==> config.mk <==
export PLATFORM = sky130hd
export DESIGN_NAME = qra_isqrt
export DESIGN_NICKNAME = d
export VERILOG_FILES = /design/src/rtl/qra_pkg.sv /design/src/rtl/qra_isqrt.sv
export SDC_FILE = /design/constraint.sdc
export NUM_CORES = 1
export LEC_CHECK = 0
export BUFFER_PORTS_ARGS = -buffer_cell sky130_fd_sc_hd__buf_4
export CAP_MARGIN = 20
export CORE_UTILIZATION = 40
export DETAILED_ROUTE_END_ITERATION = 6
export PLACE_DENSITY = 0.58
export RECOVER_POWER = 100
export SYNTH_ARGS = -nofsm -noshare
export SYNTH_HDL_FRONTEND = slang
export SYNTH_SLANG_ARGS = --single-unit
==> constraint.sdc <==
create_clock -name clk_i -period 6.55 [get_ports clk_i]
set_input_delay 0.3275 -clock clk_i [delete_from_list [all_inputs] [get_ports clk_i]]
set_output_delay 0.3275 -clock clk_i [all_outputs]
set_load 0.005 [all_outputs]
==> src/rtl/qra_pkg.sv <==
// ----------------------------------------------------------------------------
// qra_pkg
// Shared types, constants and tables of the quaternion rotation accumulator.
// ----------------------------------------------------------------------------
package qra_pkg;

  localparam int COMP_WIDTH_DEF = 16;
  localparam int IO_W           = 16;
  localparam int IO_FRAC        = 14;
  localparam int LANES          = 4;
  localparam int NPROD          = 9;

  typedef struct packed {
    logic               restart;
    logic signed [15:0] in_w;
    logic signed [15:0] in_x;
    logic signed [15:0] in_y;
    logic signed [15:0] in_z;
  } qra_in_t;

  typedef struct packed {
    logic signed [15:0] rot_r0_c0;
    logic signed [15:0] rot_r1_c0;
    logic signed [15:0] rot_r2_c0;
    logic signed [15:0] rot_r0_c1;
    logic signed [15:0] rot_r1_c1;
    logic signed [15:0] rot_r2_c1;
    logic signed [15:0] rot_r0_c2;
    logic signed [15:0] rot_r1_c2;
    logic signed [15:0] rot_r2_c2;
    logic               zero_norm;
  } qra_out_t;

  typedef enum logic [3:0] {
    ST_IDLE, ST_MUL, ST_QCAP, ST_SQR, ST_SUM, ST_SQRT,
    ST_DIVLD, ST_DIV, ST_STORE, ST_MAT, ST_ENT
  } qra_state_e;

  typedef struct packed {
    logic acc_clr;
    logic acc_en;
    logic acc_neg;
    logic div_ld;
    logic div_step;
  } qra_lane_ctrl_t;

  // Hamilton product: lane i, step j uses a[j] * b[i ^ j]; set bit j = subtract
  localparam logic [3:0] MUL_NEG [LANES] = '{4'b1110, 4'b1000, 4'b0010, 4'b0100};

  // Matrix products over three steps: xx yy zz xy | wz xz wy yz | wx
  localparam logic [1:0] MAT_A [3][LANES] = '{
    '{2'd1, 2'd2, 2'd3, 2'd1},
    '{2'd0, 2'd1, 2'd0, 2'd2},
    '{2'd0, 2'd0, 2'd0, 2'd0}};
  localparam logic [1:0] MAT_B [3][LANES] = '{
    '{2'd1, 2'd2, 2'd3, 2'd2},
    '{2'd3, 2'd3, 2'd2, 2'd3},
    '{2'd1, 2'd0, 2'd0, 2'd0}};

endpackage

==> src/rtl/qra_isqrt.sv <==
// ----------------------------------------------------------------------------
// qra_isqrt
// Digit-by-digit integer square root, one result bit per step_i cycle.
// ----------------------------------------------------------------------------
module qra_isqrt import qra_pkg::*; #(
  parameter int COMP_WIDTH = COMP_WIDTH_DEF
) (
  input  logic                      clk_i,
  input  logic                      ld_i,
  input  logic                      step_i,
  input  logic [2*COMP_WIDTH-1:0]   sum_i,
  output logic [COMP_WIDTH-1:0]     root_o
);

  localparam int CW = COMP_WIDTH;

  logic [2*CW-1:0] s_q;
  logic [CW+1:0]   rem_q;
  logic [CW-1:0]   root_q;
  logic [CW+3:0]   rem2;
  logic [CW+3:0]   trial;
  logic            ge;

  assign rem2  = {rem_q, s_q[2*CW-1:2*CW-2]};
  assign trial = {2'b00, root_q, 2'b01};
  assign ge    = rem2 >= trial;

  always_ff @(posedge clk_i) begin
    if (ld_i) begin
      s_q    <= sum_i;
      rem_q  <= '0;
      root_q <= '0;
    end else if (step_i) begin
      s_q    <= s_q << 2;
      rem_q  <= ge ? (CW+2)'(rem2 - trial) : rem2[CW+1:0];
      root_q <= {root_q[CW-2:0], ge};
    end
  end

  assign root_o = root_q;

endmodule

==> run_results.csv, run 1 <==
group,metric,value,unit
outcome,status,"finished with violations",
outcome,violations,"max-capacitance violations, max-slew violations",
global_routing,grtUsageTotal,0.179,
clock_tree,htree_levels,3,
synth,synth_ff_type,"dfxtp_1",
floorplan,die_y,98.4,um
place,gp_congestion,0.901,
clock_tree,cts_tree,"built",
global_routing,grt_max_degree,57,
sta,finalCritPeriodShare,0.599,
synth,synth_top_area_frac,0.258,
sta,worstMarginPinSlew,2700,ps
critical_path,path_max_fanout,56,
clock_tree,clockBufferDepth,2,
sta,hold_viol_final,0,
cells_and_area,drive_gt1_frac,0.237,
global_routing,grt_pass1_vias,2698,
synth,syn_nets,421,
floorplan,io_pins,51,
detailed_routing,wl_per_cell,15.8,um
synth,synth_area,3720,um2
critical_path,end_kind,"flop",
synth,synth_edf_count,32,
sta,finClkSkew,6.44,ps
clock_tree,cts_root_buf,"clkbuf_8",
min_path,hold_class,"in2reg",
min_path,whs_path_depth,2,
power_and_ir_drop,max-vdd-ir-drop,0.137,mV
floorplan,dieArea,9690,um2
floorplan,initial_core_util,0.420,
sta,rsz0062_at_grt,"false",
floorplan,rows,34,
power_and_ir_drop,power.leakage,1.72,nW
detailed_routing,viasPerCell,5.64,
global_routing,grt_pass1_wl,13.6,mm
critical_path,worst_setup_path_start_kind,"input pin",
synth,synthCells,368,
min_path,min_to,"s_q[0]$_SDFFCE_PN0P_",
detailed_routing,drc,0,
cells_and_area,area_growth,17.2,%
flow_run,cap_viol_max_count,1,
critical_path,reg2reg_from,"root_o[7]$_SDFFE_PP0P_",
floorplan,die_x,98.4,um
synth,ys_ff_latch,66,
critical_path,reg2reg_to,"rem_q[10]$_SDFFE_PP0P_",
global_routing,antenna_found_initial,0,
min_path,hp-start,"sum_i[0]",
cells_and_area,fillers,847,
sta,finalWorstPathRequiredPeriod,3920,ps
clock_tree,cts_hold_buf,0,
place,numPortBuffers,50,
floorplan,core,8850,um2
critical_path,timing.reg2reg.setup_slack,3530,ps
power_and_ir_drop,p_per_area,396,nW/um2
clock_tree,clk-insertion-delay-late,350,ps
synth,synthArstFlopShare,0,
synth,synth_cell_types,60,
detailed_routing,ant_nets,0,
critical_path,worstSetupPathType,"in2reg",
cells_and_area,antenna_cells,0,
sta,setup_viol,0,
global_routing,overflow,0,
critical_path,crit_required,6600,ps
detailed_routing,wirelength,8.33,mm
critical_path,r2r_cells,7,
synth,netlist_top_cells_area,"edfxtp_1, dfxtp_1, mux2_2, ha_1, mux2i_1",
clock_tree,cts_sinks,66,
sta,slew_viol_final,57,
synth,yosys.area.top_type,"edfxtp_1",
detailed_routing,dr_total_vias,2965,
cells_and_area,finish.utilization,0.493,
clock_tree,cts_buffers,9,
sta,slew_headroom,-0.799,
clock_tree,cts_setup_buffers,0,
critical_path,worstPathArrival,3970,ps
place,hpwl,5.68,mm
sta,fmax,255,MHz
cells_and_area,num-nets-final,466,
clock_tree,clk_pin_slew,70,ps
detailed_routing,drt_first_pass_iters,6,
synth,synth_warnings,0,
clock_tree,cts_resized,0,
sta,setup-tns-final,0,ps
synth,syn_avg_cell_area,10.1,um2
detailed_routing,drt_iter0_drc,182,
synth,yosysSeqAreaShare,0.441,
==> final cells by class <==
cell class,instances,area (um2),share of cell area
Clock buffer,9,124,0.0284
Multi-Input combinational cell,261,1900,0.436
Inverter,24,90.1,0.0207
Tap cell,108,135,0.0310
Clock inverter,7,68.8,0.0158
Sequential cell,66,1640,0.377
Timing Repair Buffer,51,399,0.0916
==> report_power, final <==
part           switching (W)  leakage [nW]  internal, W  total, W
Combinational       0.000510          1.02     0.000335  0.000845
Clock               0.000168        0.0970     0.000175  0.000343
Sequential         0.0000423         0.605     0.000497  0.000539
==> placed cells by master (no fill, tap or decap), types with 2 or more instances in the layout <==
cell       instances
dfxtp_1           34
buf_4             33
edfxtp_1          32
nor2_1            31
mux2_2            29
nand2_1           26
inv_1             24
a21oi_1           19
ha_1              18
mux2i_1           16
clkbuf_4          16
nand4_1           11
xnor2_1            9
o21ai_0            9
clkbuf_8           9
nand3_1            8
o211ai_1           7
o21ai_1            6
a31oi_1            5
a211oi_1           4
nor3_1             4
o311ai_0           4
a21o_1             3
o21a_1             3
nand2b_1           3
o31ai_1            3
and2_0             3
o221ai_1           2
nor2b_1            2
o2111ai_1          2
a311oi_1           2
nor4b_1            2
xor2_1             2
nand3b_1           2
clkinv_2           2
==> per-layer routing <==
| metal | routed length (um) | part of all wire | track usage | up-vias |
|---|---|---|---|---|
| li1 | - | - | - | 1461 |
| met1 | 4160 | 0.50 | 0.258 | 1414 |
| met2 | 3660 | 0.44 | 0.262 | 79 |
| met3 | 367 | 0.044 | 0.0326 | 11 |
| met4 | 129 | 0.015 | 0.0792 | 0 |
| met5 | 0 | 0 | 0 | - |
==> worst max-delay path by stage <==
stage / start / endpoint / slack (ps) / cells after the start
finish: ld_i / s_q[2]$_DFFE_PP_ / 2630 / 4
global route: ld_i / s_q[8]$_DFFE_PP_ / 2180 / 4
CTS: root_o[0]$_SDFFE_PP0P_ / rem_q[6]$_SDFFE_PP0P_ / 3950 / 8
detailed placement: root_o[0]$_SDFFE_PP0P_ / rem_q[1]$_SDFFE_PP0P_ / 3990 / 8
global placement: ld_i / s_q[0]$_SDFFCE_PN0P_ / 3820 / 3
floorplan: root_o[3]$_SDFFE_PP0P_ / rem_q[7]$_SDFFE_PP0P_ / 4410 / 10
==> synth_stat cells, types with 4 or more instances <==
cell and instances:
ha_1 18, inv_1 24, nand4_1 11, nor3_1 4
dfxtp_1 34, nand2_1 26, xnor2_1 9, and2_1 4
a21oi_1 19, buf_2 4, o21ai_1 7, o311ai_1 4
buf_1 5, mux2_2 30, clkbuf_1 7, o21ai_0 8
edfxtp_1 32, nand3_1 8, nor2_1 31, a31oi_1 5
o211ai_1 7, mux2i_1 16
==> sequential cells by signal (all words and copies together), names as in the netlist <==
signal  flops
s_q        32
rem_q      18
root_o     16
==> through the flow <==
stage	total power, W	cell area [um2]	instances	hold slack (ps)	setup WS [ps]
after floorplan	0.00120	3720	368	451	4410
after global placement	0.00138	4150	509	481	3820
after detailed placement	0.00139	4180	510	482	3990
after CTS	0.00173	4370	526	258	3950
after global routing	0.00184	4360	526	251	2180
final	0.00173	4360	526	266	2630
==> critical path, cell delays in order <==
cell and delay [ps]:
clkbuf_1 1880, nor2_1 830, inv_1 670, buf_16 240
==> kinds of logic (layout without fill, tap and decap cells) <==
| logic type | Yosys count | count (layout) | synth area share |
|---|---|---|---|
| flops | 66 | 66 | 0.441 |
| xor+xnor | 11 | 11 | 0.0259 |
| buf+inv | 41 | 91 | 0.0448 |
| compound gates | 85 | 85 | 0.162 |
| fa+ha+maj | 18 | 18 | 0.0606 |
| simple gates | 101 | 101 | 0.132 |
| mux | 46 | 46 | 0.134 |
(Power assumes the default switching activity.)
==> run 2: changes to the inputs <==
--- a/config.mk
+++ b/config.mk
@@ -9,7 +9,7 @@
 export CAP_MARGIN = 20
 export CORE_UTILIZATION = 40
 export DETAILED_ROUTE_END_ITERATION = 6
-export PLACE_DENSITY = 0.58
+export PLACE_DENSITY = 0.6
 export RECOVER_POWER = 100
 export SYNTH_ARGS = -nofsm -noshare
 export SYNTH_HDL_FRONTEND = slang
==> constraint.sdc (replaced) <==
create_clock -name clk_i -period 3.5 [get_ports clk_i]
set_input_delay 0.175 -clock clk_i [delete_from_list [all_inputs] [get_ports clk_i]]
set_output_delay 0.175 -clock clk_i [all_outputs]
set_load 0.005 [all_outputs]
==> run 2 against run 1 <==
  * The run still ends with max-capacitance violations, max-slew violations left
  * Critical endpoint is now rem_q[6]$_SDFFE_PP0P_
  * Sequential power up 87%
  * Critical path depth increased by 4
  * Combinational power grew 86%
  * Final cell count grew 0.38%
  * Utilization grew 0.27 points
  * First-iteration DRC count rose by 4.9%
==> run_results.csv, run 2 (synthesized netlist as in run 1, its figures left out) <==
group,metric,value,unit
clock_tree,cts_hold_buf,0,
detailed_routing,drc,0,
critical_path,worstPathArrival,3040,ps
power_and_ir_drop,internal-power,0.00196,W
cells_and_area,layout_common_cells,"buf_4, dfxtp_1, nor2_1, edfxtp_1, mux2_2",
clock_tree,clk-insertion-delay-late,360,ps
power_and_ir_drop,power.share.sequential,0.305,
critical_path,worst_setup_path_start_kind,"flop",
cells_and_area,layout_commonest_cell,"buf_4",
power_and_ir_drop,pwr-share-clk,0.220,
detailed_routing,ant_nets,0,
sta,rsz0062_at_grt,"false",
outcome,status,"finished with violations",
global_routing,grt_max_degree,57,
power_and_ir_drop,p_sw_frac,0.408,
sta,worstMarginPinSlew,1750,ps
critical_path,worstSetupPathType,"reg2reg",
cells_and_area,regArea,1640,um2
sta,fmax,358,MHz
power_and_ir_drop,p_comb_frac,0.475,
place,gp_congestion,0.851,
clock_tree,cts_buffers,9,
outcome,violations,"max-capacitance violations, max-slew violations",
detailed_routing,viasPerCell,5.54,
critical_path,crit_required,3750,ps
cells_and_area,largest_reg_flops,32,
power_and_ir_drop,max-vdd-ir-drop,0.323,mV
floorplan,io_pins,51,
clock_tree,cts_tree,"built",
sta,slew_viol_final,33,
sta,hold_ws,102,ps
global_routing,antenna_found_initial,0,
power_and_ir_drop,p_per_area,754,nW/um2
critical_path,path_max_fanout,10,
flow_run,cap_viol_max_count,1,
floorplan,rows,34,
sta,finalWorstPathRequiredPeriod,2800,ps
sta,slew_headroom,-0.165,
global_routing,grt_pass1_wl,13.9,mm
clock_tree,cts_resized,0,
floorplan,die_x,98.4,um
place,hpwl,5.85,mm
cells_and_area,drive_gt1_frac,0.243,
floorplan,dieArea,9690,um2
cells_and_area,antenna_cells,0,
sta,finClkSkew,6.86,ps
min_path,whs_path_depth,2,
global_routing,grtUsageTotal,0.185,
power_and_ir_drop,power.leakage,1.74,nW
floorplan,core,8850,um2
sta,finalCritPeriodShare,0.799,
floorplan,initial_core_util,0.420,
detailed_routing,wl_per_cell,16.1,um
clock_tree,htree_levels,3,
clock_tree,clockBufferDepth,2,
min_path,hold_class,"in2reg",
cells_and_area,multiInputGateArea,1900,um2
power_and_ir_drop,switching_power,0.00135,W
detailed_routing,drt_iter0_drc,191,
critical_path,end_kind,"flop",
sta,setup_viol,0,
sta,hold_viol_final,0,
floorplan,die_y,98.4,um
cells_and_area,regMostFlops,"s_q",
clock_tree,clk_pin_slew,80,ps
cells_and_area,num-nets-final,468,
clock_tree,cts_setup_buffers,0,
detailed_routing,wirelength,8.49,mm
global_routing,grt_pass1_vias,2805,
critical_path,r2r_cells,8,
global_routing,overflow,0,
cells_and_area,fillers,849,
place,numPortBuffers,50,
detailed_routing,drt_first_pass_iters,6,
detailed_routing,dr_total_vias,2925,
sta,setup-tns-final,0,ps
cells_and_area,area_growth,17.8,%
clock_tree,cts_sinks,66,
clock_tree,cts_root_buf,"clkbuf_8",
[run 2: cell count changes in the layout (fill, tap and decap cells not counted), sizes merged]
cell,previous run,this run
buf,34,36
clkinv,4,2
bufinv,1,2
clkbuf,26,27
[run 2: path summary, 6_finish.rpt]
kind	start	end	slack (ps)
min	sum_i[1]	s_q[1]$_SDFFCE_PN0P_	100
max reg2reg	root_o[0]$_SDFFE_PP0P_	rem_q[6]$_SDFFE_PP0P_	700
max	root_o[0]$_SDFFE_PP0P_	rem_q[6]$_SDFFE_PP0P_	700
min reg2reg	rem_q[11]$_SDFFE_PP0P_	rem_q[11]$_SDFFE_PP0P_	500
[run 2: routing by layer]
metal	wire, um	vias to the layer above	global-route usage
li1	-	1466	-
met4	128	0	0.0746
met5	0	-	0
met3	373	11	0.0333
met1	4150	1386	0.259
met2	3840	62	0.283
[run 2: critical path, stage by stage, from the launching register on]
cell      delay (ps)
dfxtp_1          380
inv_1             60
ha_1             320
nor2b_1          280
o22ai_1          180
a211oi_1         380
o2111a_1         460
nor2_1           230
o311ai_0         390
[run 2: per-stage QoR]
| step | cells | worst slack, ps | area, um2 | utilization | total power [W] |
|---|---|---|---|---|---|
| detailed placement | 512 | 970 | 4180 | 0.472 | 0.00258 |
| CTS | 528 | 949 | 4390 | 0.496 | 0.00333 |
| floorplan | 368 | 1360 | 3720 | - | 0.00225 |
| finish | 528 | 704 | 4380 | 0.495 | 0.00331 |
| global placement | 512 | 990 | 4180 | 0.472 | 0.00256 |
| global route | 528 | 415 | 4380 | 0.495 | 0.00352 |
[run 2: power by group through the flow]
stage / sequential [W] / combinational (W) / clock, W
floorplan: 0.000994 / 0.00125 / 0
global placement: 0.00102 / 0.00154 / 0
detailed placement: 0.00102 / 0.00156 / 0
CTS: 0.00101 / 0.00158 / 0.000741
global route: 0.00102 / 0.00173 / 0.000776
finish: 0.00101 / 0.00157 / 0.000727
[run 2: area by class of cell]
| type | instances | share of cell area |
|---|---|---|
| Clock buffer | 10 | 0.0291 |
| Clock inverter | 6 | 0.0206 |
| Multi-Input combinational cell | 261 | 0.434 |
| Sequential cell | 66 | 0.375 |
| Inverter | 24 | 0.0206 |
| Tap cell | 108 | 0.0308 |
| Timing Repair Buffer | 53 | 0.0899 |
