## src/rtl/qra_pkg.sv

```systemverilog
// ----------------------------------------------------------------------------
// qra_pkg
// Shared types, constants and tables of the quaternion rotation accumulator.
// ----------------------------------------------------------------------------
package qra_pkg;

  localparam int COMP_WIDTH_DEF = 16;
  localparam int IO_W           = 16;
  localparam int IO_FRAC        = 14;
  localparam int LANES          = 4;
  localparam int NPROD          = 9;

  typedef struct packed {
    logic               restart;
    logic signed [15:0] in_w;
    logic signed [15:0] in_x;
    logic signed [15:0] in_y;
    logic signed [15:0] in_z;
  } qra_in_t;

  typedef struct packed {
    logic signed [15:0] rot_r0_c0;
    logic signed [15:0] rot_r1_c0;
    logic signed [15:0] rot_r2_c0;
    logic signed [15:0] rot_r0_c1;
    logic signed [15:0] rot_r1_c1;
    logic signed [15:0] rot_r2_c1;
    logic signed [15:0] rot_r0_c2;
    logic signed [15:0] rot_r1_c2;
    logic signed [15:0] rot_r2_c2;
    logic               zero_norm;
  } qra_out_t;

  typedef enum logic [3:0] {
    ST_IDLE, ST_MUL, ST_QCAP, ST_SQR, ST_SUM, ST_SQRT,
    ST_DIVLD, ST_DIV, ST_STORE, ST_MAT, ST_ENT
  } qra_state_e;

  typedef struct packed {
    logic acc_clr;
    logic acc_en;
    logic acc_neg;
    logic div_ld;
    logic div_step;
  } qra_lane_ctrl_t;

  // Hamilton product: lane i, step j uses a[j] * b[i ^ j]; set bit j = subtract
  localparam logic [3:0] MUL_NEG [LANES] = '{4'b1110, 4'b1000, 4'b0010, 4'b0100};

  // Matrix products over three steps: xx yy zz xy | wz xz wy yz | wx
  localparam logic [1:0] MAT_A [3][LANES] = '{
    '{2'd1, 2'd2, 2'd3, 2'd1},
    '{2'd0, 2'd1, 2'd0, 2'd2},
    '{2'd0, 2'd0, 2'd0, 2'd0}};
  localparam logic [1:0] MAT_B [3][LANES] = '{
    '{2'd1, 2'd2, 2'd3, 2'd2},
    '{2'd3, 2'd3, 2'd2, 2'd3},
    '{2'd1, 2'd0, 2'd0, 2'd0}};

endpackage

```

## src/rtl/qra_lane.sv

```systemverilog
// ----------------------------------------------------------------------------
// qra_lane
// One component lane: registered multiplier, accumulator and restoring divider.
// ----------------------------------------------------------------------------
module qra_lane import qra_pkg::*; #(
  parameter int COMP_WIDTH = COMP_WIDTH_DEF
) (
  input  logic                          clk_i,
  input  logic                          rst_ni,
  input  qra_lane_ctrl_t                ctrl_i,
  input  logic signed [COMP_WIDTH-1:0]  op_a_i,
  input  logic signed [COMP_WIDTH-1:0]  op_b_i,
  input  logic        [COMP_WIDTH-1:0]  mag_i,
  input  logic        [COMP_WIDTH-1:0]  root_i,
  output logic signed [2*COMP_WIDTH-1:0] prod_o,
  output logic signed [2*COMP_WIDTH+1:0] acc_o,
  output logic        [COMP_WIDTH-2:0]  quot_o
);

  localparam int CW = COMP_WIDTH;
  localparam int F  = CW - 2;
  localparam int NW = 2 * CW - 1;

  logic signed [2*CW-1:0] prod_q;
  logic signed [2*CW+1:0] acc_q;
  logic        [CW-1:0]   rem_q;
  logic        [CW-2:0]   num_q;
  logic        [CW-2:0]   quot_q;
  logic        [NW-1:0]   numer;
  logic        [CW:0]     rem2;
  logic                   ge;

  assign numer = (NW'(mag_i) << F) + NW'(root_i >> 1);
  assign rem2  = {rem_q, num_q[CW-2]};
  assign ge    = rem2 >= {1'b0, root_i};

  always_ff @(posedge clk_i) begin
    prod_q <= op_a_i * op_b_i;
  end

  always_ff @(posedge clk_i or negedge rst_ni) begin
    if (!rst_ni) begin
      acc_q <= '0;
    end else if (ctrl_i.acc_clr) begin
      acc_q <= '0;
    end else if (ctrl_i.acc_en) begin
      if (ctrl_i.acc_neg) begin
        acc_q <= acc_q - (2*CW+2)'(prod_q);
      end else begin
        acc_q <= acc_q + (2*CW+2)'(prod_q);
      end
    end
  end

  // quotient stays below 2^(F+1), so the top bits already sit under the divisor
  always_ff @(posedge clk_i) begin
    if (ctrl_i.div_ld) begin
      rem_q  <= numer[NW-1:CW-1];
      num_q  <= numer[CW-2:0];
      quot_q <= '0;
    end else if (ctrl_i.div_step) begin
      rem_q  <= ge ? CW'(rem2 - {1'b0, root_i}) : rem2[CW-1:0];
      num_q  <= num_q << 1;
      quot_q <= {quot_q[CW-3:0], ge};
    end
  end

  assign prod_o = prod_q;
  assign acc_o  = acc_q;
  assign quot_o = quot_q;

endmodule

```

## config.mk

```make
export PLATFORM = sky130hd
export DESIGN_NAME = qra_lane
export DESIGN_NICKNAME = d
export VERILOG_FILES = /design/src/rtl/qra_pkg.sv /design/src/rtl/qra_lane.sv
export SDC_FILE = /design/constraint.sdc
export NUM_CORES = 1
export LEC_CHECK = 0
export BUFFER_PORTS_ARGS = -buffer_cell sky130_fd_sc_hd__buf_2
export CORE_UTILIZATION = 30
export CTS_BUF_LIST = sky130_fd_sc_hd__clkbuf_8
export DETAILED_ROUTE_END_ITERATION = 6
export GPL_ROUTABILITY_DRIVEN = 0
export GPL_TIMING_DRIVEN = 0
export PLACE_DENSITY = 0.49
export REMOVE_ABC_BUFFERS = 1
export SYNTH_ARGS = -nofsm -noshare
export SYNTH_HDL_FRONTEND = slang
export SYNTH_SLANG_ARGS = --single-unit
```

## constraint.sdc

```tcl
create_clock -name clk_i -period 7.4 [get_ports clk_i]
set_clock_uncertainty 0.2 [all_clocks]
set_input_delay 0.74 -clock clk_i [delete_from_list [all_inputs] [get_ports clk_i]]
set_output_delay 0.74 -clock clk_i [all_outputs]
set_load 0.005 [all_outputs]
```

==> metrics.txt, run 1 <==
Die Y-Extent 243 um; Port Buffer Count 151; Critical Path AT 7.13 ns; vias in the first global route 14405; worst-skew pair later-pin latency 0.42 ns; Detail Placement HPWL 37200 um; WL/cell 16.6 um; outcome finished, final reports clean; signed area change from the synthesized netlist to the final layout 9.45%; Worst Hold Class input port to asynchronous set/reset pin; unrepaired setup endpoints after global routing no; global-route wire length before repair 77600 um; most instantiated flip-flop cell in the synthesis netlist sky130_fd_sc_hd__dfxtp_1; master cell of the clock root buffer sky130_fd_sc_hd__clkbuf_8; part of the Yosys area used for sequential elements 15.6%; number of levels the H-tree was split into 3; starting density of the core 30.3%; most common library cell in the layout ignoring fill and taps sky130_fd_sc_hd__inv_1; number of gates given a new drive strength after cts 0; Longest Clk Path Bufs 2; # rows 88; total die area 59200 um2; portion of the clock cycle consumed by the worst path in the final layout 94.7%; highest cell delay on the worst timing path 0.80 ns; total count of hold-check failures in the final report 0; count of distinct cell types in the synthesized netlist 74; kind of capture point of the worst setup path flip-flop; sort of element at the start of the critical path input port; count of placed standard cells in the final layout, fillers left out 2820; initial DRC count 602; Antenna Violating Nets Remaining 0; Routed Wire Length 46800 um; die extent in x 243 um; worst slew pin tran 1.09 ns; final-layout setup total negative slack 0 ns; WP data required 7.52 ns; share of flip-flops with an asynchronous set or reset 30.4%; count of warnings emitted by yosys 0; startpoint of the lowest-slack register-to-register path prod_o[8]$_DFF_P_; leading cell types in the layout, fill and taps excluded sky130_fd_sc_hd__inv_1, sky130_fd_sc_hd__fa_1, sky130_fd_sc_hd__nand2_1; dominant cell type by count on the critical path sky130_fd_sc_hd__inv_1; total setup violations reported at the end of the flow 0; CTS tree yes; Met3 Wirelength 1240 um; number of clock buffers inserted by TritonCTS 9; average via count per standard cell 4.79; ratio of cells with drive above 1 in the final layout 9.60%; flops & latches, synth 112; pin count of the biggest net entering global routing 49; highest achievable clock rate 143 MHz; post-synthesis instance total 1949; count of nets after finishing 2516; number of setup buffers added after CTS 0; Critical path origin op_b_i[1]; cell count after placement 2801; global-route congestion overflow total 0; number of clock sinks 112; I/O pin count 152; syn_area_per_cell 8.96 um2; CTS Hold Bufs 0; clock slew at reported path FFs 0.13 ns; final hold slack 0.233 ns; EDFF count, synth 31; core area 57600 um2; total standard cell area after synthesis 17500 um2; final routed DRC violation total 0; minimum clock period 7.01 ns; DRT met1 WL 21800 um; total count of max-transition violations in the final report 0; Via Count 13505; total of max-cap violations 0; Max Fanout on Critical Path 16; iteration count of the initial detailed-routing pass 7; uppermost metal layer occupied by signal nets met4; Max transition margin 27.3%; met2 layer wire length in the routed design 23300 um; type of the worst setup path input port to flip-flop; number of antenna violations at the first check in global routing 1; critical path cell sequence buf_2, nand2_1, inv_1, fa_2, fa_2, inv_1, fa_1, inv_1, fa_1, fa_1, inv_1, fa_1, inv_1, ha_1, or2_2, a21oi_1, nor3_1, or2_2, a2111oi_1, nor2_1, a211oi_1; CP max stage cell sky130_fd_sc_hd__fa_2; Global Route Usage Sum 16.4%
[per-stage QoR]
step	worst slack, ns	cell area (um2)	utilization (%)
5_1_grt	0.0548	19100	33.2
3_3_place_gp	-0.260	18900	32.9
6_report	0.391	19100	33.2
2_1_floorplan	0.866	17200	-
3_5_place_dp	-0.290	18900	32.9
4_1_cts	0.188	19100	33.2
[kinds of logic (layout without fill, tap and decap cells)]
logic type,after synthesis,count (layout),share of synthesized area [%]
flops,112,112,15.6
fa+ha+maj,398,398,39.9
simple gates,577,577,16.6
compound gates,268,268,9.94
buf+inv,434,537,9.38
xor+xnor,99,99,4.96
other cells,0,3,0
mux,61,61,3.62
[registers in the layout, indices dropped and copies added (netlist names)]
name and cells:
num_q 15, rem_q 16, quot_o 15, prod_o 32, acc_o 34
[cell type report]
| type | instances | area [um2] |
|---|---|---|
| Fill cell | 6077 | 38500 |
| Tap cell | 765 | 957 |
| Sequential cell | 112 | 2720 |
| Inverter | 370 | 1390 |
| Antenna cell | 3 | 7.51 |
| Clock buffer | 9 | 124 |
| Timing Repair Buffer | 151 | 756 |
| Clock inverter | 7 | 48.8 |
| Multi-Input combinational cell | 1403 | 13100 |
[synth_stat cells (18+ instances only)]
master	instances	area share [%]
sky130_fd_sc_hd__a21oi_1	83	2.4
sky130_fd_sc_hd__inv_1	369	7.9
sky130_fd_sc_hd__fa_1	264	30
sky130_fd_sc_hd__dfrtp_1	34	4.9
sky130_fd_sc_hd__nor2_1	111	2.4
sky130_fd_sc_hd__ha_1	134	9.6
sky130_fd_sc_hd__a21o_1	24	1.0
sky130_fd_sc_hd__nor3_1	27	0.77
sky130_fd_sc_hd__xnor2_1	68	3.4
sky130_fd_sc_hd__clkbuf_1	59	1.3
sky130_fd_sc_hd__xor2_1	31	1.6
sky130_fd_sc_hd__nand2_1	177	3.8
sky130_fd_sc_hd__mux2i_1	43	2.5
sky130_fd_sc_hd__a211oi_1	18	0.77
sky130_fd_sc_hd__o21ai_0	44	1.3
sky130_fd_sc_hd__dfxtp_1	47	5.4
sky130_fd_sc_hd__edfxtp_1	31	5.3
sky130_fd_sc_hd__nand3_1	27	0.77
sky130_fd_sc_hd__nor2b_1	18	0.64
sky130_fd_sc_hd__and2_1	132	4.7
[worst paths after layout]
path / end / slack, ns / cells past startpoint
worst min register to register: quot_o[0]$_SDFFE_PP0P_ / 0.32 / 2
min in group clk_i: quot_o[0]$_SDFFE_PP0P_ / 0.32 / 2
worst max register to register: acc_o[30]$_DFFE_PN0P_ / 2.42 / 15
worst max-delay path: prod_o[31]$_DFF_P_ / 0.39 / 21
max in group asynchronous: acc_o[22]$_DFFE_PN0P_ / 6.20 / 1
worst min-delay path: acc_o[33]$_DFFE_PN0P_ / 0.23 / 1
[metal layers]
layer	track usage (%)	vias up
li1	-	6428
met1	21.8	6837
met2	29.1	217
met3	1.24	23
met4	2.89	0
met5	0	-
[critical path, delay by kind of cell]
family	cells	cell delay (ns)
AOI/OAI and AO/OA	3	0.87
and+or+nand+nor	5	1.00
adders and majority gates	7	3.69
buffers and inverters	6	0.80
Power of run 1 is left out: the tool's default activity adds up to more than one toggle a clock period on the data nets, which glitch-free logic cannot reach.
==> inputs of run 2 (changes only) <==
--- a/config.mk
+++ b/config.mk
@@ -6,12 +6,13 @@
 export NUM_CORES = 1
 export LEC_CHECK = 0
 export BUFFER_PORTS_ARGS = -buffer_cell sky130_fd_sc_hd__buf_2
-export CORE_UTILIZATION = 30
+export CORE_UTILIZATION = 41
 export CTS_BUF_LIST = sky130_fd_sc_hd__clkbuf_8
 export DETAILED_ROUTE_END_ITERATION = 6
 export GPL_ROUTABILITY_DRIVEN = 0
 export GPL_TIMING_DRIVEN = 0
-export PLACE_DENSITY = 0.49
+export PLACE_DENSITY = 0.61
+export RECOVER_POWER = 25
 export REMOVE_ABC_BUFFERS = 1
 export SYNTH_ARGS = -nofsm -noshare
 export SYNTH_HDL_FRONTEND = slang
==> run 2 against run 1 <==
Effect of this change: the run now ends with max-capacitance violations, max-slew violations left; fmax rose by 0.18%; final area fell by 1.4%; worst setup slack improved by 0.013 ns; global-route usage rose by 4.5 points; clock-buffer cell count rose by 2; non-clock buffer count did not move.
==> metrics.txt, run 2 (same netlist as run 1, synthesis figures left out) <==
outcome finished, violations left; violations in the final reports max-capacitance violations, max-slew violations; clock slew at reported path FFs 0.11 ns (-0.02 ns); ratio of cells with drive above 1 in the final layout 9.16% (-0.44 points); worst setup slack after layout 0.403 ns (+0.0126 ns); Via Count 13722 (+1.6%); WP data required 7.52 ns (about the same); number of levels the H-tree was split into 3 (unchanged); master cell of the clock root buffer sky130_fd_sc_hd__clkbuf_8; Max transition margin -68.1% (-95 points); starting density of the core 41.6% (+11 points); die extent in x 208 um (-14%); Global Route Usage Sum 20.9% (+4.5 points); worst slew pin tran 2.52 ns (+1.43 ns); worst slack at placement -0.0440 ns (+0.246 ns); dominant cell type by count on the critical path sky130_fd_sc_hd__fa_1; total setup violations reported at the end of the flow 0 (unchanged); core area 41900 um2 (-27%); Routed Wire Length 43200 um (-7.7%); initial DRC count 818 (+36%); CTS tree yes; number of setup buffers added after CTS 0 (unchanged); highest cell delay on the worst timing path 0.83 ns (+0.03 ns); uppermost metal layer occupied by signal nets met4; CP max stage cell sky130_fd_sc_hd__fa_1; Longest Clk Path Bufs 2 (unchanged); Antenna Violating Nets Remaining 0 (unchanged); area of combinational cells with multiple inputs 13100 um2 (about the same); kind of capture point of the worst setup path flip-flop; leading cell types in the layout, fill and taps excluded sky130_fd_sc_hd__inv_1, sky130_fd_sc_hd__fa_1, sky130_fd_sc_hd__nand2_1; highest achievable clock rate 143 MHz (+0.18%); signed area change from the synthesized netlist to the final layout 7.95%; number of gates given a new drive strength after cts 0 (unchanged); worst-skew pair later-pin latency 0.43 ns (about the same); number of clock buffers inserted by TritonCTS 9 (unchanged); pin count of the biggest net entering global routing 49 (unchanged); total area of sequential cells 2720 um2 (unchanged); iteration count of the initial detailed-routing pass 5 (-2); total of max-cap violations 3 (+3); portion of the clock cycle consumed by the worst path in the final layout 94.6% (-0.17 points); number of clock sinks 112 (unchanged); minimum clock period 7.00 ns (-0.0126 ns); Max Fanout on Critical Path 16 (unchanged); number of flip-flops in the largest register 34 (unchanged); Met3 Wirelength 1480 um (+20%); Detail Placement HPWL 34200 um (-8.0%); Top delay family on crit path adder cells; CTS Hold Bufs 0 (unchanged); unrepaired setup endpoints after global routing no; # rows 75 (-15%); count of nets after finishing 2516 (unchanged); global-route wire length before repair 72500 um (-6.5%); most common library cell in the layout ignoring fill and taps sky130_fd_sc_hd__inv_1; DRT met1 WL 18600 um (-15%); Die Y-Extent 208 um (-14%); met2 layer wire length in the routed design 22200 um (-4.4%); number of antenna violations at the first check in global routing 0 (-1); critical path cell sequence buf_2, nand2_1, inv_1, fa_1, fa_1, inv_1, fa_1, inv_1, fa_1, fa_1, inv_1, fa_1, inv_1, ha_1, or2_2, a21oi_1, nor3_1, or2_2, a2111oi_1, nor2_1, a211oi_1; I/O pin count 152 (unchanged); vias in the first global route 14415 (+0.069%); global-route congestion overflow total 0 (unchanged); worst path buffer plus inverter count 6 (unchanged); average via count per standard cell 5.29 (+11%); final routed DRC violation total 0 (unchanged); WL/cell 16.7 um (+0.38%); sort of element at the start of the critical path input port; Worst Hold Class flip-flop to flip-flop; Port Buffer Count 151 (unchanged); total die area 43400 um2 (-27%); Critical Path AT 7.11 ns (-0.02 ns); type of the worst setup path input port to flip-flop; total count of hold-check failures in the final report 0 (unchanged); total count of max-transition violations in the final report 112 (+112); number of filler cells placed in the layout 4154 (-32%)
run 2: cell count changes in the layout (fill, tap and decap cells not counted), moves of 2 or more:
cell | before | now
sky130_fd_sc_hd__inv_1 | 371 | 369
sky130_fd_sc_hd__inv_4 | 2 | 0
sky130_fd_sc_hd__fa_1 | 262 | 264
sky130_fd_sc_hd__clkbuf_8 | 9 | 11
sky130_fd_sc_hd__clkbuf_1 | 0 | 9
sky130_fd_sc_hd__clkinv_4 | 1 | 4
sky130_fd_sc_hd__buf_2 | 151 | 142
sky130_fd_sc_hd__fa_2 | 2 | 0
sky130_fd_sc_hd__diode_2 | 3 | 1
run 2: worst paths after layout:
| kind | from | endpoint | slack (ns) | cells past startpoint |
|---|---|---|---|---|
| setup / recovery | op_b_i[1] | prod_o[31]$_DFF_P_ | 0.40 | 21 |
| max in group asynchronous | rst_ni | acc_o[24]$_DFFE_PN0P_ | 5.10 | 1 |
| setup reg to reg | prod_o[6]$_DFF_P_ | acc_o[33]$_DFFE_PN0P_ | 2.42 | 16 |
| min in group asynchronous | rst_ni | acc_o[8]$_DFFE_PN0P_ | 0.69 | 1 |
| hold / removal | quot_o[14]$_SDFFE_PP0P_ | quot_o[14]$_SDFFE_PP0P_ | 0.30 | 2 |
| hold reg to reg | quot_o[14]$_SDFFE_PP0P_ | quot_o[14]$_SDFFE_PP0P_ | 0.30 | 2 |
run 2: area by class of cell:
| type | count | share of cell area, % |
|---|---|---|
| sequential | 112 | 14.4 |
| tap | 539 | 3.58 |
| timing repair buffer | 151 | 3.95 |
| multi-input combinational | 1403 | 69.5 |
| inverter | 370 | 7.37 |
| antenna | 1 | 0.0133 |
| clock buffer | 11 | 0.803 |
| clock inverter | 5 | 0.345 |
run 2: metal layers:
layer / global-route usage [%] / up-vias
met2: 37.8 / 287
met3: 2.17 / 62
met4: 6.16 / 0
met1: 26.0 / 6946
met5: 0 / -
li1: - / 6427
run 2: worst register-to-register path, stage by stage (launching register included):
cell                       delay [ns]
sky130_fd_sc_hd__dfxtp_1         0.38
sky130_fd_sc_hd__or4_4           0.56
sky130_fd_sc_hd__nor3_1          0.40
sky130_fd_sc_hd__nand2_1         0.15
sky130_fd_sc_hd__or2_2           0.34
sky130_fd_sc_hd__nor3_1          0.52
sky130_fd_sc_hd__a21oi_1         0.19
sky130_fd_sc_hd__xnor2_1         0.16
sky130_fd_sc_hd__ha_1            0.21
sky130_fd_sc_hd__a21oi_1         0.38
sky130_fd_sc_hd__nor2b_1         0.09
sky130_fd_sc_hd__o21a_1          0.23
sky130_fd_sc_hd__nor2_1          0.14
sky130_fd_sc_hd__a21boi_0        0.10
sky130_fd_sc_hd__o22ai_1         0.21
sky130_fd_sc_hd__mux2i_1         0.27
sky130_fd_sc_hd__mux2_1          0.34
run 2: metrics by stage:
| step | area (um2) | hold slack (ns) | utilization (%) | cells | TNS [ns] |
|---|---|---|---|---|---|
| after global placement | 18600 | 0.267 | 44.5 | 2575 | -0.0412 |
| after detailed placement | 18600 | 0.284 | 44.5 | 2575 | -0.0440 |
| after global routing | 18900 | 0.351 | 44.9 | 2591 | 0 |
| final | 18900 | 0.299 | 44.9 | 2592 | 0 |
| after CTS | 18900 | 0.208 | 45.0 | 2591 | 0 |
| after floorplan | 17200 | 0.244 | - | 1885 | 0 |
Power of run 2 is left out for the same reason.
