### config.mk
export PLATFORM = sky130hd
export DESIGN_NAME = qra_merge
export DESIGN_NICKNAME = d
export VERILOG_FILES = /design/src/rtl/qra_pkg.sv /design/src/rtl/qra_merge.sv
export SDC_FILE = /design/constraint.sdc
export NUM_CORES = 1
export LEC_CHECK = 0
export BUFFER_PORTS_ARGS = -buffer_cell sky130_fd_sc_hd__buf_2
export CAP_MARGIN = 20
export CORE_UTILIZATION = 50
export DETAILED_ROUTE_END_ITERATION = 16
export GPL_TIMING_DRIVEN = 0
export PLACE_DENSITY = 0.74
export SLEW_MARGIN = 20
export SYNTH_ARGS = -nofsm -noshare
export SYNTH_HDL_FRONTEND = slang
export SYNTH_SLANG_ARGS = --single-unit
### constraint.sdc
create_clock -name vclk -period 9.38
set_input_delay 1.876 -clock vclk [all_inputs]
set_output_delay 1.876 -clock vclk [all_outputs]
set_load 0.1 [all_outputs]
### src/rtl/qra_pkg.sv
// ----------------------------------------------------------------------------
// qra_pkg
// Shared types, constants and tables of the quaternion rotation accumulator.
// ----------------------------------------------------------------------------
package qra_pkg;

  localparam int COMP_WIDTH_DEF = 16;
  localparam int IO_W           = 16;
  localparam int IO_FRAC        = 14;
  localparam int LANES          = 4;
  localparam int NPROD          = 9;

  typedef struct packed {
    logic               restart;
    logic signed [15:0] in_w;
    logic signed [15:0] in_x;
    logic signed [15:0] in_y;
    logic signed [15:0] in_z;
  } qra_in_t;

  typedef struct packed {
    logic signed [15:0] rot_r0_c0;
    logic signed [15:0] rot_r1_c0;
    logic signed [15:0] rot_r2_c0;
    logic signed [15:0] rot_r0_c1;
    logic signed [15:0] rot_r1_c1;
    logic signed [15:0] rot_r2_c1;
    logic signed [15:0] rot_r0_c2;
    logic signed [15:0] rot_r1_c2;
    logic signed [15:0] rot_r2_c2;
    logic               zero_norm;
  } qra_out_t;

  typedef enum logic [3:0] {
    ST_IDLE, ST_MUL, ST_QCAP, ST_SQR, ST_SUM, ST_SQRT,
    ST_DIVLD, ST_DIV, ST_STORE, ST_MAT, ST_ENT
  } qra_state_e;

  typedef struct packed {
    logic acc_clr;
    logic acc_en;
    logic acc_neg;
    logic div_ld;
    logic div_step;
  } qra_lane_ctrl_t;

  // Hamilton product: lane i, step j uses a[j] * b[i ^ j]; set bit j = subtract
  localparam logic [3:0] MUL_NEG [LANES] = '{4'b1110, 4'b1000, 4'b0010, 4'b0100};

  // Matrix products over three steps: xx yy zz xy | wz xz wy yz | wx
  localparam logic [1:0] MAT_A [3][LANES] = '{
    '{2'd1, 2'd2, 2'd3, 2'd1},
    '{2'd0, 2'd1, 2'd0, 2'd2},
    '{2'd0, 2'd0, 2'd0, 2'd0}};
  localparam logic [1:0] MAT_B [3][LANES] = '{
    '{2'd1, 2'd2, 2'd3, 2'd2},
    '{2'd3, 2'd3, 2'd2, 2'd3},
    '{2'd1, 2'd0, 2'd0, 2'd0}};

endpackage

### src/rtl/qra_merge.sv
// ----------------------------------------------------------------------------
// qra_merge
// Combines the lane products into the nine saturated Q2.14 matrix entries.
// ----------------------------------------------------------------------------
module qra_merge import qra_pkg::*; #(
  parameter int COMP_WIDTH = COMP_WIDTH_DEF
) (
  input  logic signed [2*COMP_WIDTH-1:0] prod_i [NPROD],
  output logic signed [IO_W-1:0]         ent_o  [NPROD]
);

  localparam int CW  = COMP_WIDTH;
  localparam int F   = CW - 2;
  localparam int EW  = 2 * CW + 8;
  localparam int K   = 2 * F - IO_FRAC;
  localparam int RSH = (K > 0) ? K : 0;
  localparam int LSH = (K < 0) ? -K : 0;
  localparam logic signed [EW-1:0] ONE  = EW'(1) <<< (2 * F);
  localparam logic signed [EW-1:0] HALF = (EW'(1) <<< RSH) >>> 1;
  localparam logic signed [EW-1:0] SMAX = EW'(32767);
  localparam logic signed [EW-1:0] SMIN = EW'(-32768);

  logic signed [EW-1:0] p   [NPROD];
  logic signed [EW-1:0] raw [NPROD];
  logic signed [EW-1:0] sc  [NPROD];

  always_comb begin
    for (int i = 0; i < NPROD; i++) begin
      p[i] = EW'(prod_i[i]);
    end
    // products: xx yy zz xy wz xz wy yz wx
    raw[0] = ONE - ((p[1] + p[2]) <<< 1);
    raw[1] = (p[3] + p[4]) <<< 1;
    raw[2] = (p[5] - p[6]) <<< 1;
    raw[3] = (p[3] - p[4]) <<< 1;
    raw[4] = ONE - ((p[0] + p[2]) <<< 1);
    raw[5] = (p[7] + p[8]) <<< 1;
    raw[6] = (p[5] + p[6]) <<< 1;
    raw[7] = (p[7] - p[8]) <<< 1;
    raw[8] = ONE - ((p[0] + p[1]) <<< 1);
    for (int i = 0; i < NPROD; i++) begin
      sc[i] = ((raw[i] <<< LSH) + HALF) >>> RSH;
      if (sc[i] > SMAX) begin
        ent_o[i] = 16'sh7fff;
      end else if (sc[i] < SMIN) begin
        ent_o[i] = -16'sh8000;
      end else begin
        ent_o[i] = sc[i][IO_W-1:0];
      end
    end
  end

endmodule

==> flow_metrics.env, run 1 <==
export IMPL_die_area_um2=40200
export IMPL_port_buffers=432
export IMPL_seq_area_um2=0
export IMPL_critPathMaxFanout=10
export IMPL_hp_start="prod_i[255]"
export IMPL_min_period_over_period_pct=97.5
export IMPL_postRouteWirelength_um=74500
export IMPL_io_pins=432
export IMPL_gr_usage_met3_pct=3.56
export IMPL_grtUsageMet2_pct=59.0
export IMPL_status="complete, no violations"
export IMPL_finalWorstSetupSlack_ps=239
export IMPL_fin_nets=4004
export IMPL_rows=72
export IMPL_hpwl_um=64600
export IMPL_power_density_nw_per_um2=142
export IMPL_synth_mux_area_fraction_pct=0.623
export IMPL_final_instance_count_excl_fill=3947
export IMPL_dr_pass1_iters=7
export IMPL_critPathCaptureType="output pin"
export IMPL_clock_buffers=0
export IMPL_place_inst=3941
export IMPL_seq_area_frac_synth_pct=0
export IMPL_drtIter0Drc=1898
export IMPL_die_x_um=200
export IMPL_syn_num_nets=3570
export IMPL_layout_commonest_cell="buf_2"
export IMPL_cp_arrival_ps=7270
export IMPL_crit_required_ps=7500
export IMPL_synth_top_family_by_area="compound AO/OA/AOI/OAI gates"
export IMPL_die_h_um=200
export IMPL_antenna_found_initial=11
export IMPL_max_slew_margin_rel_pct=27.9
export IMPL_yosys_warnings=0
export IMPL_hold_depth=5
export IMPL_drc=0
export IMPL_synth_area_per_cell_um2=6.58
export IMPL_synthAdderAreaFrac_pct=18.6
export IMPL_min_path_type="input port to output pin"
export IMPL_yosys_area_share_simple_pct=25.3
export IMPL_hold_ws_ps=4630
export IMPL_seq_cell_count=0
export IMPL_rsz0062_at_grt="yes"
export IMPL_vias=24494
export IMPL_fmax_mhz=109
export IMPL_worst_slew_pin_slew_ps=1050
export IMPL_routedWlPerCell_um=18.9
export IMPL_post_cts_repair_setup_buffers=0
export IMPL_grt_usage_pct=35.0
export IMPL_period_minus_slack_ps=9140
export IMPL_drive_above_1_share_pct=16.1
export IMPL_multiInputGateArea_um2=18500
export IMPL_synth_cell_types=97
export IMPL_criticalPathCategory="input port to output pin"
export IMPL_syn_area_um2=19700
export IMPL_final_cell_mix="buf_2 (449), a21oi_1 (288), ha_1 (288)"
export IMPL_hold_viol_final=0
export IMPL_finish_utilization_pct=58.5
export IMPL_grt_max_degree=11
export IMPL_netlist_instances=2991
export IMPL_hold_buffers=0
export IMPL_critPathLaunchType="input port"
export IMPL_place_ws_ps=90.3
export IMPL_leakage_uw=0.0105
export IMPL_cap_violations=0
export IMPL_routabilityCongestion=1.02
export IMPL_whs_endpoint="ent_o[14]"
export IMPL_coreArea_um2=38700
export IMPL_grt_pass1_wl_um=117000
export IMPL_synthXorXnorAreaFrac_pct=12.6
export IMPL_fillers=3832
export IMPL_area_growth_pct=15.1
export IMPL_first_global_vias=22748
export IMPL_peakVddDrop_v=0.000398
export IMPL_final_max_slew_viol_count=0
export IMPL_vias_per_cell=6.21
export IMPL_finalSetupViolCount=0
export IMPL_ant_nets=0
export IMPL_start_util_pct=50.8
export IMPL_grtUsageMet1_pct=46.2
export IMPL_synth_compound_area_share_pct=36.0
export IMPL_post_cts_resize_count=0
export IMPL_gr_total_overflow=0
export IMPL_grt_busiest_layer="met2"
worst max-delay path by stage:
stage	start	end	slack [ps]	depth (start not counted)
global placement	prod_i[224]	ent_o[12]	210	18
floorplan	prod_i[132]	ent_o[113]	-680	15
global route	prod_i[70]	ent_o[107]	-10	18
finish	prod_i[224]	ent_o[133]	240	18
detailed placement	prod_i[224]	ent_o[12]	90	18
CTS	prod_i[224]	ent_o[12]	100	18
stage by stage:
stage	power (µW)	TNS, ps	cell area, µm²
after floorplan	2510	-3680	19700
after global placement	3120	0	22600
after detailed placement	3150	0	22600
after CTS	3170	0	22600
after global routing	3400	-13.3	22600
final	3220	0	22600
worst max-delay path: stages:
cell and delay [ps]:
buf_2 130, ha_1 220, fa_1 450, a21oi_1 190, o21ai_1 100, a21oi_1 300
o2111ai_1 160, a2111oi_0 440, nor3_1 130, o41ai_2 520, nand3_1 280, a211o_1 400
or4_4 480, o311ai_2 300, a21oi_1 280, buf_2 270, o21ai_1 250, buf_2 480
where the power goes:
group / internal (µW) / switching [µW]
Clock: 0.0000860 / 0
Sequential: 0 / 0
Combinational: 801 / 2410
cells in the mapped netlist (all sizes together), types with 50 or more instances:
library cell  count  area share, %
nor2            222            4.2
o21bai           50            1.9
o21ai           272            7.1
xor2             75            3.3
a21oi           289            7.4
a31oi            52            1.7
nand2           221            4.2
nand3            78            2.0
inv             224            4.3
a21o            119            4.5
ha              288             18
clkbuf           95            1.8
xnor2           209            9.3
nor3             86            2.2
logic make-up after synthesis:
logic type / count (synthesis)
compound gates: 1093
simple gates: 967
buf+inv: 344
mux: 12
fa+ha+maj: 291
xor+xnor: 284
area by class of cell:
cell class	count	share of cell area [%]
Timing Repair Buffer	432	9.58
Tap cell	518	2.86
Antenna cell	6	0.0663
Buffer	120	2.18
Inverter	224	3.71
Multi-Input combinational cell	2647	81.6
layer usage:
metal,share of wire [%],up-vias,wire [µm]
met5,0.11,-,79
met4,3.8,12,2860
met3,7.1,175,5270
met2,45,1044,33600
met1,44,11378,32700
li1,-,11885,-
No activity file was read; power rests on OpenSTA's default activity.
==> run 2, diff against run 1 <==
CORE_UTILIZATION = 45   (was 50)
PLACE_DENSITY = 0.68   (was 0.74)
==> run 2 against run 1 <==
Compared with the run above:
- global-route usage fell by 6.4 points
- final cell count rose by 1.7%
- via count fell by 3.6%
- fmax rose by 0.15%
- die area rose by 11%
- critical path type unchanged
==> flow_metrics.env, run 2 (synthesis results as in run 1) <==
export IMPL_status="complete, no violations"
export IMPL_hold_depth=5
export IMPL_peakVddDrop_v=0.000377
export IMPL_max_slew_margin_rel_pct=30.2
export IMPL_grt_pass1_wl_um=105000
export IMPL_hp_start="prod_i[255]"
export IMPL_worst_slew_pin_slew_ps=1020
export IMPL_crit_path_top_delay_cell="o41ai_2"
export IMPL_path_common_cell="o21ai_1"
export IMPL_fin_nets=4005
export IMPL_finalSetupViolCount=0
export IMPL_crit_required_ps=7500
export IMPL_finalInstanceArea_um2=22700
export IMPL_io_pins=432
export IMPL_min_path_type="input port to output pin"
export IMPL_area_growth_pct=15.6
export IMPL_vias=23606
export IMPL_criticalPathCategory="input port to output pin"
export IMPL_antenna_found_initial=13
export IMPL_rows=76
export IMPL_cp_arrival_ps=7250
export IMPL_period_minus_slack_ps=9130
export IMPL_die_area_um2=44600
export IMPL_die_x_um=211
export IMPL_seq_cell_count=0
export IMPL_die_h_um=211
export IMPL_port_buffers=432
export IMPL_path_cells="buf_2 > ha_1 > fa_1 > a21oi_1 > o21ai_1 > a21oi_1 > o2111ai_1 > a2111oi_0 > nor3_1 > o41ai_2 > nand3_1 > a211o_1 > or4_4 > o311ai_2 > o21ai_1 > clkbuf_1 > o21ai_1 > buf_2"
export IMPL_min_period_over_period_pct=97.3
export IMPL_hold_buffers=0
export IMPL_final_cell_mix="buf_2 (452), a21oi_1 (288), ha_1 (288)"
export IMPL_gr_total_overflow=0
export IMPL_rsz0062_at_grt="no"
export IMPL_critPathCaptureType="output pin"
export IMPL_seq_area_um2=0
export IMPL_grt_usage_pct=28.6
export IMPL_layout_commonest_cell="buf_2"
export IMPL_dr_pass1_iters=5
export IMPL_leakage_uw=0.0105
export IMPL_start_util_pct=45.7
export IMPL_whs_endpoint="ent_o[14]"
export IMPL_cap_violations=0
export IMPL_postRouteWirelength_um=68200
export IMPL_routedWlPerCell_um=17.0
export IMPL_coreArea_um2=43100
export IMPL_drc=0
export IMPL_vias_per_cell=5.88
export IMPL_power_density_nw_per_um2=139
export IMPL_grt_max_degree=11
export IMPL_hold_viol_final=0
export IMPL_fmax_mhz=110
export IMPL_crit_path_max_incr_delay_ps=490
export IMPL_hpwl_um=59000
export IMPL_critPathMaxFanout=10
export IMPL_place_ws_ps=-16.9
export IMPL_critPathLaunchType="input port"
export IMPL_first_global_vias=20657
export IMPL_hold_ws_ps=4620
export IMPL_fillers=4526
export IMPL_drive_above_1_share_pct=16.1
export IMPL_ant_nets=0
export IMPL_drtIter0Drc=1735
export IMPL_finalWorstSetupSlack_ps=253
export IMPL_place_area_um2=22600
export IMPL_routabilityCongestion=0.988
export IMPL_clock_buffers=0
export IMPL_final_max_slew_viol_count=0
run 2: cell count changes in the layout (fill, tap and decap cells not counted), sizes merged:
cell	change
buf	+3
clkbuf	-3
diode	-1
dlymetal6s2s	+1
run 2: power by group:
group	internal [µW]	total [µW]	switching [µW]
Combinational	799	3160	2370
Clock	0.0000715	0.0000715	0
Sequential	0	0	0
run 2: critical path: cells and delay by family:
kind / cells / cell delay (ps)
buf+inv: 3 / 910
fa+ha+maj: 2 / 670
simple gates: 3 / 940
compound gates: 10 / 2850
run 2: worst max-delay path by stage:
stage | slack, ps | cells past startpoint | end | startpoint
6_report | 250 | 18 | ent_o[137] | prod_i[192]
5_1_grt | 8 | 19 | ent_o[53] | prod_i[2]
4_1_cts | 20 | 18 | ent_o[12] | prod_i[256]
3_5_place_dp | -20 | 19 | ent_o[53] | prod_i[2]
3_3_place_gp | -50 | 19 | ent_o[53] | prod_i[2]
2_1_floorplan | -680 | 15 | ent_o[113] | prod_i[132]
run 2: per-layer routing:
layer | vias to the layer above | part of all wire (%) | track usage [%]
met5 | - | 0.17 | 0
met4 | 16 | 2.1 | 5.55
met3 | 90 | 7.2 | 3.36
met2 | 812 | 44 | 47.1
met1 | 10790 | 46 | 39.7
li1 | 11898 | - | -
run 2: stage by stage:
step	cells	TNS [ps]	utilization (%)	power [µW]
2_1_floorplan	2991	-3680	-	2510
3_3_place_gp	4008	-54.3	52.6	3110
3_5_place_dp	4008	-16.9	52.6	3120
4_1_cts	4008	0	52.6	3130
5_1_grt	4012	0	52.8	3370
6_report	4014	0	52.8	3170
run 2: cell type report:
type / instances / area, µm² / area share (%)
Multi-Input combinational cell: 2647 / 18500 / 81.3
Tap cell: 585 / 732 / 3.22
Buffer: 120 / 492 / 2.16
Inverter: 224 / 841 / 3.70
Timing Repair Buffer: 433 / 2170 / 9.56
Antenna cell: 5 / 12.5 / 0.0550
run 2: timing repair:
| action | CTS | global route |
|---|---|---|
| setup buffers | 0 | 0 |
| endpoints found under the setup margin | 1 | 51 |
| hold endpoints to repair | 0 | 0 |
| gates resized for setup | 1 | 11 |
==> run 3, diff against run 2 <==
ABC_AREA = 1   (was not set)
PLACE_DENSITY = 0.65   (was 0.68)
==> run 3 against run 2 <==
Compared with the run above:
- final cell count rose by 88%
- largest cell class unchanged
- largest power group unchanged
- sequential share of layout area stayed put
- combinational power is 31% higher
- die area up 50%
- critical endpoint is now ent_o[135]
- setup slack improved by 1500 ps
- sequential cell count unchanged
- power up 31%
- via count up 64%
- clock-buffer cell count unchanged
==> flow_metrics.env, run 3 <==
export IMPL_wl_met1_um=53200
export IMPL_hold_viol_final=0
export IMPL_place_area_um2=32900
export IMPL_fmax_mhz=130
export IMPL_criticalPathCategory="input port to output pin"
export IMPL_status="complete, no violations"
export IMPL_critPathCaptureType="output pin"
export IMPL_worst_slew_pin_slew_ps=615
export IMPL_leakage_uw=0.0206
export IMPL_min_path_type="input port to output pin"
export IMPL_ant_nets=0
export IMPL_finalInstanceArea_um2=32900
export IMPL_synth_cell_types=47
export IMPL_power_uw=4140
export IMPL_drive_above_1_share_pct=10.3
export IMPL_fin_nets=7287
export IMPL_yosys_warnings=0
export IMPL_critPathMaxFanout=10
export IMPL_min_period_over_period_pct=81.7
export IMPL_postRouteWirelength_um=119000
export IMPL_post_cts_resize_count=0
export IMPL_antenna_found_initial=3
export IMPL_seq_area_um2=0
export IMPL_cp_arrival_ps=5790
export IMPL_crit_path_max_incr_delay_ps=500
export IMPL_vias_per_cell=5.12
export IMPL_grt_max_degree=11
export IMPL_yosysMostFrequentCell="nand2_1"
export IMPL_post_cts_repair_setup_buffers=0
export IMPL_drc=0
export IMPL_final_cell_mix="nand2_1 (2602), inv_1 (1232), nor2_1 (644)"
export IMPL_io_pins=432
export IMPL_layout_commonest_cell="nand2_1"
export IMPL_vias=38755
export IMPL_synthTopCellsByCount="nand2_1 (2602), inv_1 (1232), nor2_1 (644), nand3_1 (453), ha_1 (288)"
export IMPL_synthTopCellsByArea="nand2_1 (33%), inv_1 (16%), ha_1 (12%), nor2_1 (8.1%), nand3_1 (7.6%)"
export IMPL_netlist_instances=6274
export IMPL_clock_buffers=0
export IMPL_final_max_slew_viol_count=0
export IMPL_seq_cell_count=0
export IMPL_peakVddDrop_v=0.000301
export IMPL_drtIter0Drc=3317
export IMPL_cap_violations=0
export IMPL_synth_area_per_cell_um2=4.73
export IMPL_top_layer="met4"
export IMPL_routedWlPerCell_um=15.7
export IMPL_dr_wl_met2_um=52900
export IMPL_max_slew_margin_rel_pct=59.0
export IMPL_power_density_nw_per_um2=126
export IMPL_crit_path_top_delay_cell="fa_1"
export IMPL_seq_area_frac_synth_pct=0
export IMPL_first_global_vias=34391
export IMPL_hold_buffers=0
export IMPL_area_growth_pct=10.9
export IMPL_gr_total_overflow=0
export IMPL_start_util_pct=45.8
export IMPL_syn_num_nets=6853
export IMPL_syn_area_um2=29700
export IMPL_synth_top_cell_area_share_pct=32.9
export IMPL_crit_required_ps=7500
export IMPL_coreArea_um2=64800
export IMPL_grt_pass1_wl_um=183000
export IMPL_routabilityCongestion=1.01
export IMPL_yosysTopAreaCell="nand2_1"
export IMPL_port_buffers=432
export IMPL_die_h_um=259
export IMPL_die_x_um=259
export IMPL_path_cells="buf_2 > ha_1 > fa_1 > nand3_1 > nand3_1 > nand3_1 > nand3_1 > xor2_1 > nand2_1 > nor2_1 > nand3_1 > nand2_1 > nand3_1 > nand2_1 > nand2_2 > nand2_1 > inv_1 > nand2_2 > buf_4 > nand2_1 > nand2_1 > buf_2"
export IMPL_dr_pass1_iters=6
export IMPL_critPathLaunchType="input port"
export IMPL_route_met3_wl_um=8760
export IMPL_die_area_um2=67000
export IMPL_finalSetupViolCount=0
export IMPL_period_minus_slack_ps=7670
export IMPL_grt_usage_pct=34.0
export IMPL_hpwl_um=106000
export IMPL_fin_tns_setup_ps=0
export IMPL_rsz0062_at_grt="no"
export IMPL_rows=93
[run 3: cell types whose count changed after synthesis, sizes merged, moves of 132 or more]
cell,previous run,this run
xnor2,209,33
nor2,222,713
o21ai,272,140
nand2,221,2649
inv,224,1248
nand3,78,470
[run 3: worst paths after layout]
kind / from / endpoint / slack (ps) / depth (start not counted)
setup / recovery: prod_i[192] / ent_o[135] / 1710 / 22
hold / removal: prod_i[287] / ent_o[79] / 4750 / 7
[run 3: critical path, delay by kind of cell]
family                   cells  cell delay (ps)
XOR/XNOR                     1              350
adder cells (fa/ha/maj)      2              780
buffers and inverters        4              790
AND/OR/NAND/NOR             15             1970
[run 3: report_power, final]
| group | internal, µW | switching, µW |
|---|---|---|
| logic | 915 | 3230 |
| clock network | 0.0000822 | 0 |
| registers | 0 | 0 |
| total | 915 | 3230 |
[run 3: per-stage QoR]
step / instances / hold WS (ps) / worst slack [ps] / utilization, %
2_1_floorplan: 6274 / 4480 / 2050 / -
3_3_place_gp: 7561 / 4730 / 1700 / 50.8
3_5_place_dp: 7561 / 4750 / 1730 / 50.8
4_1_cts: 7561 / 4750 / 1730 / 50.8
5_1_grt: 7563 / 4820 / 1340 / 50.8
6_report: 7564 / 4750 / 1710 / 50.8
[run 3: routing by layer]
metal | vias up | track usage (%)
met2 | 1526 | 57.1
li1 | 19981 | -
met4 | 0 | 10.2
met5 | - | 0
met1 | 17055 | 46.1
met3 | 193 | 2.74
[run 3: cell type report]
cell class                 instances  area [µm²]
antenna                            3        7.51
buffer                            74         554
fill                            7566       31900
inverter                        1251        4700
multi-input combinational       4949       24400
tap                              855        1070
timing repair buffer             432        2160
[run 3: kinds of logic (layout without fill, tap and decap cells)]
| group | after synthesis | after routing | synth area share [%] |
|---|---|---|---|
| AOI/OAI and AO/OA | 409 | 409 | 7.74 |
| xor gates and xnor gates | 144 | 144 | 4.47 |
| adders and majority gates | 291 | 291 | 12.3 |
| buffers and inverters | 1325 | 1757 | 17.7 |
| other | 0 | 3 | 0 |
| and+or+nand+nor | 4105 | 4105 | 57.7 |
